**src/hdl/assert_macros.svh**
```systemverilog
// Assertion macros shared by the observer RTL.
// Included by files that carry concurrent checks; no other dependencies.
`ifndef ASSERT_MACROS_SVH
`define ASSERT_MACROS_SVH
`ifndef SYNTHESIS
`define SMO_ASSERT(label, clk, rst, prop) \
   label: assert property (@(posedge clk) disable iff (rst) prop) else $error("%m failed");
`define SMO_ASSERT_ALWAYS(label, clk, prop) \
   label: assert property (@(posedge clk) prop) else $error("%m failed");
`else
`define SMO_ASSERT(label, clk, rst, prop)
`define SMO_ASSERT_ALWAYS(label, clk, prop)
`endif
`endif

```
**src/hdl/smo_pkg.sv**
```systemverilog
// Package for the sliding-mode position observer: payload types,
// register indexes and the CORDIC arctangent table. No dependencies.
package smo_pkg;

   typedef struct packed {
      logic signed [15:0] volt_alpha;
      logic signed [15:0] volt_beta;
      logic signed [15:0] amp_alpha;
      logic signed [15:0] amp_beta;
   } req_payload_type;

   typedef struct packed {
      logic        [15:0] rotor_angle;
      logic signed [23:0] rotor_speed;
      logic signed [15:0] emf_alpha_smooth;
      logic signed [15:0] emf_beta_smooth;
   } rsp_payload_type;

   // Register indexes.
   localparam logic [2:0] REG_RES  = 3'd0;
   localparam logic [2:0] REG_DTL  = 3'd1;
   localparam logic [2:0] REG_GAIN = 3'd2;
   localparam logic [2:0] REG_FC   = 3'd3;
   localparam logic [2:0] REG_RATE = 3'd4;

   localparam int CORDIC_MAX = 24;

   // Multiplier operation codes.
   localparam logic [1:0] MUL_SHR12_RND = 2'd0;
   localparam logic [1:0] MUL_SHR16_RND = 2'd1;
   localparam logic [1:0] MUL_RAW       = 2'd2;

   typedef struct packed {
      logic               start;
      logic [1:0]         op;
      logic signed [20:0] a;
      logic        [15:0] b;
   } mul_cmd_type;

   // Arctangent of 2^-i in 2^32 counts per turn.
   function automatic logic [31:0] atan_turn(input logic [4:0] i);
      logic [31:0] r;
      begin
         case (i)
            5'd0: r = 32'd536870912;  5'd1: r = 32'd316933406;
            5'd2: r = 32'd167458907;  5'd3: r = 32'd85004756;
            5'd4: r = 32'd42667331;   5'd5: r = 32'd21354465;
            5'd6: r = 32'd10680350;   5'd7: r = 32'd5340245;
            5'd8: r = 32'd2670163;    5'd9: r = 32'd1335087;
            5'd10: r = 32'd667544;    5'd11: r = 32'd333772;
            5'd12: r = 32'd166886;    5'd13: r = 32'd83443;
            5'd14: r = 32'd41722;     5'd15: r = 32'd20861;
            5'd16: r = 32'd10430;     5'd17: r = 32'd5215;
            5'd18: r = 32'd2608;      5'd19: r = 32'd1304;
            5'd20: r = 32'd652;       5'd21: r = 32'd326;
            5'd22: r = 32'd163;       5'd23: r = 32'd81;
            default: r = 32'd0;
         endcase
         return r;
      end
   endfunction

endpackage

```
**src/hdl/smo_mul.sv**
```systemverilog
// Shared signed-by-unsigned multiplier with registered result, rounded or raw by op code.
// Depends on smo_pkg.
module smo_mul (
   input  logic                clock,
   input  smo_pkg::mul_cmd_type cmd,
   output logic signed [33:0]  result
);
   import smo_pkg::*;

   logic signed [37:0] prod;
   logic signed [33:0] result_ff, result_in;

   // Exact product, then optional round-half-up shift.
   always_comb begin
      prod = 38'(cmd.a) * $signed({1'b0, cmd.b});
      case (cmd.op)
         MUL_SHR12_RND: result_in = 34'((prod + 38'sd2048) >>> 12);
         MUL_SHR16_RND: result_in = 34'((prod + 38'sd32768) >>> 16);
         default:       result_in = 34'(prod);
      endcase
   end

   always_ff @(posedge clock) begin
      if (cmd.start) begin
         result_ff <= result_in;
      end
   end

   assign result = result_ff;
endmodule

```
**src/hdl/smo_cordic.sv**
```systemverilog
// Iterative vectoring CORDIC: one rotation per cycle, angle in turns.
// Depends on smo_pkg and assert_macros.svh.
`include "assert_macros.svh"
module smo_cordic #(
   parameter int STEPS = 16
) (
   input  logic               clock,
   input  logic               reset,
   input  logic               start,
   input  logic signed [15:0] xin,
   input  logic signed [15:0] yin,
   output logic               done,
   output logic        [15:0] angle
);
   import smo_pkg::*;

   localparam int N = (STEPS > CORDIC_MAX) ? CORDIC_MAX : STEPS;

   logic signed [26:0] x_ff, x_in, y_ff, y_in;
   logic        [31:0] acc_ff, acc_in;
   logic        [4:0]  i_ff, i_in;
   logic               busy_ff, busy_in, done_ff, done_in;
   logic signed [26:0] xs, ys;

   always_comb begin
      x_in = x_ff; y_in = y_ff; acc_in = acc_ff; i_in = i_ff;
      busy_in = busy_ff; done_in = 1'b0;
      xs = x_ff >>> i_ff;
      ys = y_ff >>> i_ff;
      if (start) begin
         i_in = 5'd0;
         if (xin == 16'sd0 && yin == 16'sd0) begin
            x_in = '0; y_in = '0; acc_in = '0;
            busy_in = 1'b0; done_in = 1'b1;
         end else if (xin < 0) begin
            x_in = -(27'(xin) <<< 8); y_in = -(27'(yin) <<< 8);
            acc_in = 32'h8000_0000; busy_in = 1'b1;
         end else begin
            x_in = 27'(xin) <<< 8; y_in = 27'(yin) <<< 8;
            acc_in = '0; busy_in = 1'b1;
         end
      end else if (busy_ff) begin
         // One micro-rotation towards the x axis.
         if (y_ff >= 0) begin
            x_in = x_ff + ys; y_in = y_ff - xs; acc_in = acc_ff + atan_turn(i_ff);
         end else begin
            x_in = x_ff - ys; y_in = y_ff + xs; acc_in = acc_ff - atan_turn(i_ff);
         end
         i_in = i_ff + 5'd1;
         if (i_ff == 5'(N - 1)) begin
            busy_in = 1'b0; done_in = 1'b1;
         end
      end
   end

   always_ff @(posedge clock) begin
      if (reset) begin
         busy_ff <= 1'b0; done_ff <= 1'b0; i_ff <= '0;
      end else begin
         busy_ff <= busy_in; done_ff <= done_in; i_ff <= i_in;
      end
      x_ff <= x_in; y_ff <= y_in; acc_ff <= acc_in;
   end

   assign done  = done_ff;
   assign angle = 16'((acc_ff + 32'h8000) >> 16);

   `SMO_ASSERT(a_done_not_busy, clock, reset, done_ff |-> !busy_ff)
   `SMO_ASSERT(a_iter_bound, clock, reset, busy_ff |-> (i_ff < 5'(N)))
   `SMO_ASSERT(a_done_pulse, clock, reset, done_ff |=> !done_ff)
endmodule

```
**src/hdl/sliding_mode_position_observer.sv**
```systemverilog
// Sliding-mode rotor position observer: a sequencer walks seven products
// through one shared 21x16 multiplier, alpha axis then beta axis, then starts
// the CORDIC, which runs one rotation per cycle, and forms the speed from the
// change in angle. The block is not ready while an item is in work or while a
// finished result waits in the output register; the next item is taken once
// that result has left.
// Depends on smo_pkg, smo_mul, smo_cordic and assert_macros.svh.
`include "assert_macros.svh"
module sliding_mode_position_observer #(
   parameter int CORDIC_STEPS = 16
) (
   input  logic                     clock,
   input  logic                     reset,
   input  logic                     req_valid,
   output logic                     req_ready,
   input  smo_pkg::req_payload_type req_payload,
   output logic                     rsp_valid,
   input  logic                     rsp_ready,
   output smo_pkg::rsp_payload_type rsp_payload,
   input  logic                     csr_valid,
   output logic                     csr_ready,
   input  logic [2:0]               csr_index,
   input  logic [15:0]              csr_data
);
   import smo_pkg::*;

   // Sequencer states: each multiply has an issue and a use state.
   localparam logic [3:0] ST_IDLE  = 4'd0;
   localparam logic [3:0] ST_DROP  = 4'd1;
   localparam logic [3:0] ST_DELTA = 4'd2;
   localparam logic [3:0] ST_EST   = 4'd3;
   localparam logic [3:0] ST_SMTH  = 4'd4;
   localparam logic [3:0] ST_SUPD  = 4'd5;
   localparam logic [3:0] ST_CORD  = 4'd6;
   localparam logic [3:0] ST_SPEED = 4'd7;
   localparam logic [3:0] ST_OUT   = 4'd8;

   logic [3:0]  state_ff, state_in;
   logic        ax_ff, ax_in;      // 0 alpha, 1 beta
   logic        wait_ff, wait_in;  // wait for a product, or CORDIC start
   logic [15:0] res_ff, dtl_ff, fc_ff, rate_ff;
   logic [14:0] gain_ff;
   logic signed [15:0] est_ff [2], raw_ff [2], smooth_ff [2];
   logic signed [15:0] est_in, raw_in, smooth_in;
   logic [15:0] prev_ff;
   req_payload_type req_ff;
   rsp_payload_type out_ff, out_in;
   logic        out_valid_ff, out_valid_in;
   logic signed [33:0] tmp_ff, tmp_in;
   mul_cmd_type cmd;
   logic signed [33:0] mres;
   logic        cord_start, cord_done;
   logic [15:0] cord_angle;
   logic signed [15:0] volt, amp;
   logic signed [35:0] wide;

   smo_mul u_mul (.clock(clock), .cmd(cmd), .result(mres));

   smo_cordic #(.STEPS(CORDIC_STEPS)) u_cordic (
      .clock(clock), .reset(reset), .start(cord_start),
      .xin(smooth_ff[0]), .yin(smooth_ff[1]),
      .done(cord_done), .angle(cord_angle)
   );

   function automatic logic signed [15:0] sat16(input logic signed [35:0] v);
      if (v > 36'sd32767) return 16'sh7FFF;
      if (v < -36'sd32768) return 16'sh8000;
      return v[15:0];
   endfunction

   assign req_ready = (state_ff == ST_IDLE) && !out_valid_ff;
   assign csr_ready = 1'b1;
   assign volt = ax_ff ? req_ff.volt_beta : req_ff.volt_alpha;
   assign amp  = ax_ff ? req_ff.amp_beta  : req_ff.amp_alpha;

   // Sequencer over the shared multiplier and the CORDIC.
   always_comb begin
      state_in = state_ff; ax_in = ax_ff; wait_in = 1'b0; tmp_in = tmp_ff;
      est_in = est_ff[ax_ff]; raw_in = raw_ff[ax_ff]; smooth_in = smooth_ff[ax_ff];
      out_in = out_ff; out_valid_in = out_valid_ff;
      cmd = '{start: 1'b0, op: MUL_RAW, a: '0, b: '0};
      cord_start = 1'b0; wide = '0;
      if (out_valid_ff && rsp_ready) out_valid_in = 1'b0;
      unique case (state_ff)
         ST_IDLE: begin
            if (req_valid && req_ready) begin
               state_in = ST_DROP; ax_in = 1'b0;
            end
         end
         ST_DROP: begin
            cmd = '{start: 1'b1, op: MUL_SHR12_RND, a: 21'(est_ff[ax_ff]), b: res_ff};
            state_in = ST_DELTA; wait_in = 1'b1;
         end
         ST_DELTA: begin
            // diff = v - drop - raw, at most 21 bits signed.
            wide = 36'(volt) - 36'(mres) - 36'(raw_ff[ax_ff]);
            cmd = '{start: 1'b1, op: MUL_SHR12_RND, a: wide[20:0], b: dtl_ff};
            state_in = ST_EST;
         end
         ST_EST: begin
            if (wait_ff) begin
               wait_in = 1'b0;
            end else begin
               wide = 36'(est_ff[ax_ff]) + 36'(mres);
               est_in = sat16(wide);
               raw_in = ((36'(amp) - 36'(est_in)) > 0) ? 16'(gain_ff) : -16'(gain_ff);
               state_in = ST_SMTH;
            end
         end
         ST_SMTH: begin
            wide = 36'(raw_ff[ax_ff]) - 36'(smooth_ff[ax_ff]);
            cmd = '{start: 1'b1, op: MUL_SHR16_RND, a: wide[20:0], b: fc_ff};
            state_in = ST_SUPD; wait_in = 1'b1;
         end
         ST_SUPD: begin
            if (wait_ff) begin
               wait_in = 1'b0;
            end else begin
               smooth_in = sat16(36'(smooth_ff[ax_ff]) + 36'(mres));
               if (ax_ff) begin
                  // The CORDIC starts once the beta EMF has been stored.
                  state_in = ST_CORD; wait_in = 1'b1;
               end else begin
                  ax_in = 1'b1; state_in = ST_DROP;
               end
            end
         end
         ST_CORD: begin
            if (wait_ff) begin
               cord_start = 1'b1;
            end else if (cord_done) begin
               wide = 36'(cord_angle) - 36'(prev_ff);
               cmd = '{start: 1'b1, op: MUL_RAW, a: 21'(signed'(wide[15:0])), b: rate_ff};
               tmp_in = 34'(cord_angle);
               state_in = ST_SPEED;
            end
         end
         ST_SPEED: state_in = ST_OUT;
         ST_OUT: begin
            out_in.rotor_angle      = tmp_ff[15:0];
            out_in.rotor_speed      = (mres > 34'sd8388607) ? 24'sh7FFFFF :
                                      (mres < -34'sd8388608) ? 24'sh800000 : mres[23:0];
            out_in.emf_alpha_smooth = smooth_ff[0];
            out_in.emf_beta_smooth  = smooth_ff[1];
            out_valid_in = 1'b1; state_in = ST_IDLE;
         end
         default: state_in = ST_IDLE;
      endcase
   end

   always_ff @(posedge clock) begin
      if (reset) begin
         state_ff <= ST_IDLE; ax_ff <= 1'b0; wait_ff <= 1'b0; out_valid_ff <= 1'b0;
         res_ff <= 16'd1024; dtl_ff <= 16'd4096; gain_ff <= 15'd4096;
         fc_ff <= 16'd6554; rate_ff <= 16'd20000;
         est_ff <= '{default: '0}; raw_ff <= '{default: '0};
         smooth_ff <= '{default: '0}; prev_ff <= '0;
      end else begin
         state_ff <= state_in; ax_ff <= ax_in; wait_ff <= wait_in;
         out_valid_ff <= out_valid_in;
         est_ff[ax_ff] <= est_in; raw_ff[ax_ff] <= raw_in; smooth_ff[ax_ff] <= smooth_in;
         if (state_ff == ST_CORD && !wait_ff && cord_done) prev_ff <= cord_angle;
         // Register writes; unknown indexes are ignored.
         if (csr_valid && csr_ready) begin
            unique case (csr_index)
               REG_RES:  res_ff  <= csr_data;
               REG_DTL:  dtl_ff  <= csr_data;
               REG_GAIN: gain_ff <= csr_data[14:0];
               REG_FC:   fc_ff   <= csr_data;
               REG_RATE: rate_ff <= csr_data;
               default:  ;
            endcase
         end
      end
      if (req_valid && req_ready) req_ff <= req_payload;
      tmp_ff <= tmp_in;
      out_ff <= out_in;
   end

   assign rsp_valid   = out_valid_ff;
   assign rsp_payload = out_ff;

   `SMO_ASSERT(a_no_accept_busy, clock, reset, (state_ff != ST_IDLE) |-> !req_ready)
   `SMO_ASSERT(a_out_after_seq, clock, reset, $rose(out_valid_ff) |-> ($past(state_ff) == ST_OUT))
   `SMO_ASSERT(a_accept_starts, clock, reset, (req_valid && req_ready) |=> (state_ff == ST_DROP))
endmodule
```
**config.mk**
```make
export PLATFORM = sky130hd
export DESIGN_NAME = sliding_mode_position_observer
export DESIGN_NICKNAME = d
export VERILOG_FILES = /design/src/hdl/smo_pkg.sv /design/src/hdl/smo_mul.sv /design/src/hdl/smo_cordic.sv /design/src/hdl/sliding_mode_position_observer.sv
export VERILOG_INCLUDE_DIRS = /design/src /design/src/hdl
export SDC_FILE = /design/constraint.sdc
export NUM_CORES = 2
export LEC_CHECK = 0
export BUFFER_PORTS_ARGS = -buffer_cell sky130_fd_sc_hd__buf_4
export CAP_MARGIN = 20
export CORE_ASPECT_RATIO = 1.1
export CORE_UTILIZATION = 35
export CTS_CLUSTER_SIZE = 25
export DETAILED_ROUTE_END_ITERATION = 12
export GPL_TIMING_DRIVEN = 1
export PLACE_DENSITY_LB_ADDON = 0.08
export SLEW_MARGIN = 20
export SYNTH_ARGS = -nofsm -noshare
export SYNTH_HDL_FRONTEND = slang
export SYNTH_HIERARCHICAL = 1
export SYNTH_SLANG_ARGS = --single-unit
export TNS_END_PERCENT = 100
```
**constraint.sdc**
```tcl
create_clock -name clock -period 14.15 [get_ports clock]
set_input_delay 2.1225 -clock clock [delete_from_list [all_inputs] [get_ports clock]]
set_output_delay 2.1225 -clock clock [all_outputs]
set_load 0.005 [all_outputs]
```
## Word level (Yosys, flattened, before mapping)

Memory sizes are Yosys's and may differ from the RTL's. A register that Yosys moved wholly into a read port is not among the register bits.
Cells that the tools add are included.

- Bits in read-only memories: 1,920
- Bits in registers: 477
- Input port bits: 88
- Output and inout port bits: 75
- Memories: 2

Memory list:

| name | depth | width | rd ports | clocked after memory_dff | write ports | RTL line | text |
|---|---|---|---|---|---|---|---|
| (no name shown) | 32 | 30 | 1 | 1 | 0 | smo_pkg.sv:44 | `case (i)` |
| (no name shown) | 32 | 30 | 1 | 1 | 0 | smo_pkg.sv:44 |  |

- Add/subtract/negate cells: 20
- $lt $le $gt $ge: 11
- Bitwise logic cells: 2
- Shifts and indexed selects: 2
- Multipliers: 1
- Reduce and logical (&&, ||, !) cells: 27
- Eq/ne operators: 19
- Muxes and demuxes: 102

Operators with widths:

| operator | number |
|---|---|
| $mux 16 | 29 |
| $mux 32 | 11 |
| $mux 27 | 10 |
| $pmux 40 s4 | 1 |
| $bwmux 32 | 3 |
| $mux 40 | 2 |
| $add 16x34->35 | 2 |
| $gt 35x16->1 const B | 2 |
| $lt 35x16->1 const B | 2 |
| $pmux 34 s2 | 1 |
| $add 27x27->27 | 2 |
| $neg 24->27 | 2 |
| $sshr 27x5->27 | 2 |
| $sub 27x27->27 | 2 |
| $add 38x13->38 const B | 1 |
| $add 38x17->38 const B | 1 |
| $mul 21x17->38 | 1 |
| $gt 34x24->1 const B | 1 |
| $lt 34x24->1 const B | 1 |
| $sub 16x16->17 | 2 |
| $add 32x16->32 const B | 1 |
| $add 32x32->32 | 1 |
| $logic_not 16->1 | 2 |
| $pmux 4 s8 | 1 |
| other kinds (41) | 101 |

## Longest topological paths before layout

- Depth in word-level cells: 22
- Depth in mapped cells: 56
- Depth with buffers taken out: 48

## By module

Netlist, hierarchy kept.

By module, submodules not included:

| module | sequential area each (µm²) | times used | area each (µm²) | cells each |
|---|---|---|---|---|
| sliding_mode_position_observer | 8,528.2 | 1 | 22,004.9 | 2,509 |
| smo_mul | 1,021.0 | 1 | 15,837.7 | 1,828 |
| smo_cordic | 3,323.2 | 1 | 15,080.7 | 1,736 |

## Worst setup path before layout

Ideal clock, no wire load.

- Path kind: flip-flop to flip-flop
- From: reg ax_ff
- To: reg u_mul.result_ff[25], in the netlist u_mul/result[25], data pin
- Arrival: 12,607 ps
- Slack: 1,255 ps
- Period minus slack after synthesis: 12,895 ps
- Path buffers: 8
- Data required time: 13,862 ps
- Library setup time: 288 ps
- Cell stages (with the launch flop): 50
- Cells stage by stage: dfxtp_1 -> clkbuf_1 -> clkbuf_1 -> buf_1 -> clkbuf_1 -> buf_1 -> mux2i_1 -> fa_1 -> ha_1 -> nor2b_1 -> o21ai_0 -> a21boi_0 -> o21ai_0 -> a21boi_0 -> o21ai_0 -> a21oi_1 -> o21ai_0 -> a21oi_1 -> [14 not listed] -> fa_1 -> fa_1 -> fa_1 -> inv_1 -> fa_1 -> inv_1 -> ha_1 -> clkbuf_1 -> a21oi_1 -> a21bo_2 -> or2_2 -> a221oi_1 -> nand3_1 -> nor4b_1 -> and4_1 -> and2_1 -> buf_2 -> a221oi_1

RTL lines:

| item | RTL line | text |
|---|---|---|
| start: declaration | sliding_mode_position_observer.sv:39 | `logic ax_ff, ax_in;` |
| start signal: assignment | sliding_mode_position_observer.sv:159 | `state_ff <= state_in; ax_ff <= ax_in; wait_ff <= wait_in;` |
| end signal: assignment | smo_mul.sv:25 | `result_ff <= result_in;` |
| end: declaration | smo_mul.sv:11 | `logic signed [33:0] result_ff, result_in;` |

==> metrics <==
Synth Area per Inst=between 8 and 9 um2; fmax=roughly 77 MHz; DR DRC count=0; final design utilization=0.390; top_reg_cell synth=edfxtp_1; Die Span X=approximately 370 um; clk_lat worst skew=0.67 ns; DR iter-0 viols=between 3000 and 4000; Worst Max-Slew Pin Slew=between 1 and 1.5 ns; layout overhead on the synthesized area=10.5%; VDD IR max=0.110 mV; Worst Path Required=about 15 ns; Buffers on Ports=~160; clock slew at reported path FFs=approximately 0.060 ns; layout cell share with drive strength beyond 1=0.0952; cell with the most instances after synthesis=nand2_1; max-cap viol count=0; CP Max Fanout=21; Crit path arrival time=~13 ns; Final setup viols=0; NumNets Final=roughly 6900; Core ar.=~150000 um2; wirelength, routed=around 180 mm; Cell Area, Synth=about 53000 um2; TritonRoute pass-1 iters=6; CP peak stage delay=0.68 ns; HP Class=reg -> reg; post-DP HPWL=143 mm; RSZ-0062 raised after global routing=false; Setup CP Type=reg -> reg; Synth Net Count=~6900; Tmin final=13.02 ns; WL/cell=22.6 um; hold path start=tmp_ff[9]; largest cells by area after synthesis=edfxtp_1 (15%), fa_1 (14%), dfxtp_1 (8.9%); Worst path slowest cell=nor2_1; asr flop ratio synth=0; GPL Wtd Cong=just under 0.9; register area share after synthesis=0.243; Slew HR=0.174; crit path from=ax_ff; Syn. warnings=6; post-placement cell area=roughly 56000 um2; total negative slack=0 ns; Crit Reg-Reg Startpoint=ax_ff; first-pass GRT wire length=approximately 280 mm; via count=44600; Top Ports=approximately 160; most used cell, CP=o21ai_0; Die Span Y=slightly above 400 um; filler cell count=roughly 15000; number of global-route vias before repair=approximately 44000; Total GRT Usage=0.236; TritonCTS Sinks=507; Post-synth EDFFs=roughly 270; Initial Util=0.353; Power per Cell Area=98.5 nW/um2; outcome=complete, no violations; gr ovfl total=0; Root Buffer=clkbuf_16; largest net degree at the start of global routing=93; worst-case clock buffer depth=3; Final ANT Viol Nets=0; Synth top cells by count=nand2_1 (744), inv_1 (630), nor2_1 (411); die area=approximately 150000 um2; initial antenna violation count=5; Setup crit end kind=flop; CTS Buf Count=69; Avg Vias per Cell=roughly 5.5; Post-Synthesis Cells=between 6000 and 7000; row cnt=approximately 150; Yosys cell types=about 130; CTS tree=done; clk_skew=between 0.04 and 0.05 ns; Leak=approximately 0.024 uW; Yosys top cell by area=edfxtp_1; final instance area=about 58000 um2; Startpoint Class=flop; FF+latch count, synth=roughly 510; htree depth=3; final hold violation count=0; Final period util=0.920; fin. max-slew vios=0; Synth top area share=0.154
-- power by group --
group,switching (uW),internal [uW]
clock,756,1150
sequential,121,1650
combinational,1380,705
total,2260,3500
-- cell type report --
cell class | count | area (um2) | share of cell area
Clock buffer | 88 | 1910 | 0.0327
Tap cell | 1963 | 2460 | 0.0420
Sequential cell | 507 | 12900 | 0.220
Clock inverter | 38 | 523 | 0.00894
Timing Repair Buffer | 236 | 1800 | 0.0307
Inverter | 637 | 2390 | 0.0409
Antenna cell | 3 | 7.51 | 0.000128
Multi-Input combinational cell | 4628 | 36500 | 0.624
-- cell families (layout without fill, tap and decap cells) --
family / after synthesis / after routing / share of synthesized area
AO/OA/AOI/OAI: 1392 / 1392 / 0.175
multiplexers: 247 / 247 / 0.0639
AND/OR/NAND/NOR: 1978 / 1978 / 0.180
flip-flops: 507 / 507 / 0.243
adder cells (fa/ha/maj): 693 / 693 / 0.215
buffers and inverters: 938 / 999 / 0.0694
XOR/XNOR: 317 / 317 / 0.0529
other: 1 / 4 / 0.0000709
-- routing by layer --
metal,wire [um],up-vias,GRT usage
li1,-,21300,-
met1,80800,22100,0.306
met2,89900,957,0.411
met3,6740,225,0.0228
met4,5470,2,0.0730
met5,13,-,0
-- metrics by stage --
stage               total power, uW  hold slack, ns  setup slack (ns)  instances
finish                         5760           0.424              1.13       8100
global route                   6080           0.441             0.110       8097
CTS                            5810           0.429             0.412       8096
detailed placement             3870           0.413             0.503       7970
global placement               3870           0.402             0.728       7970
floorplan                      3160           0.400              1.26       6073
-- worst paths after layout --
path	end	slack, ns	cells after the start
max	u_mul/result[22]	1.13	40
min	rsp_payload[65]	0.42	0
max reg2reg	u_mul/result[22]	1.13	40
min reg2reg	rsp_payload[65]	0.42	0
-- layout by cell type (no fill, tap or decap), drive strengths merged, types with 31 or more instances in the layout --
cell and count:
nand2 745, inv 639, nor2 413, a21oi 407, fa 363, ha 329
o21ai 278, edfxtp 272, buf 236, dfxtp 235, xnor2 205, and2 169
mux2i 120, nor3 117, nand3 115, xor2 111, a21o 110, clkbuf 88
a211oi 85, mux2 68, mux4 59, or3 53, and3 53, o31ai 52
o21a 51, nand4 48, nand2b 45, nor2b 41, o22ai 40, nor4 37
or2 35, o211ai 34, a31oi 31
-- sequential cells by signal (all words and copies together) (netlist names), named ones only --
register / flops
smooth_ff: 32
est_ff: 32
u_cordic/i_ff: 5
u_cordic/done: 1
gain_ff: 15
prev_ff: 16
rate_ff: 16
u_cordic/x_ff: 27
dtl_ff: 16
req_ff: 64
u_cordic/busy_ff: 1
rsp_payload: 72
rsp_valid: 1
fc_ff: 16
ax_ff: 1
raw_ff: 32
u_mul/result: 34
state_ff: 4
res_ff: 16
tmp_ff: 16
u_cordic/y_ff: 27
u_cordic/acc_ff: 32
wait_ff: 1
-- critical path: cells and delay by family (launching register included) --
| kind | cells | cell delay [ns] |
|---|---|---|
| xor+xnor | 1 | 0.19 |
| fa+ha+maj | 9 | 4.48 |
| mux | 2 | 0.62 |
| simple gates | 6 | 1.76 |
| flops | 1 | 0.58 |
| compound gates | 19 | 4.93 |
| buf+inv | 3 | 0.14 |
-- what timing repair did --
action	4_1_cts	5_1_grt
resized for setup	0	5
endpoints found under the setup margin	0	19
hold buffers	0	0
buffers inserted	0	1
No activity file was read; power rests on OpenSTA's default activity.
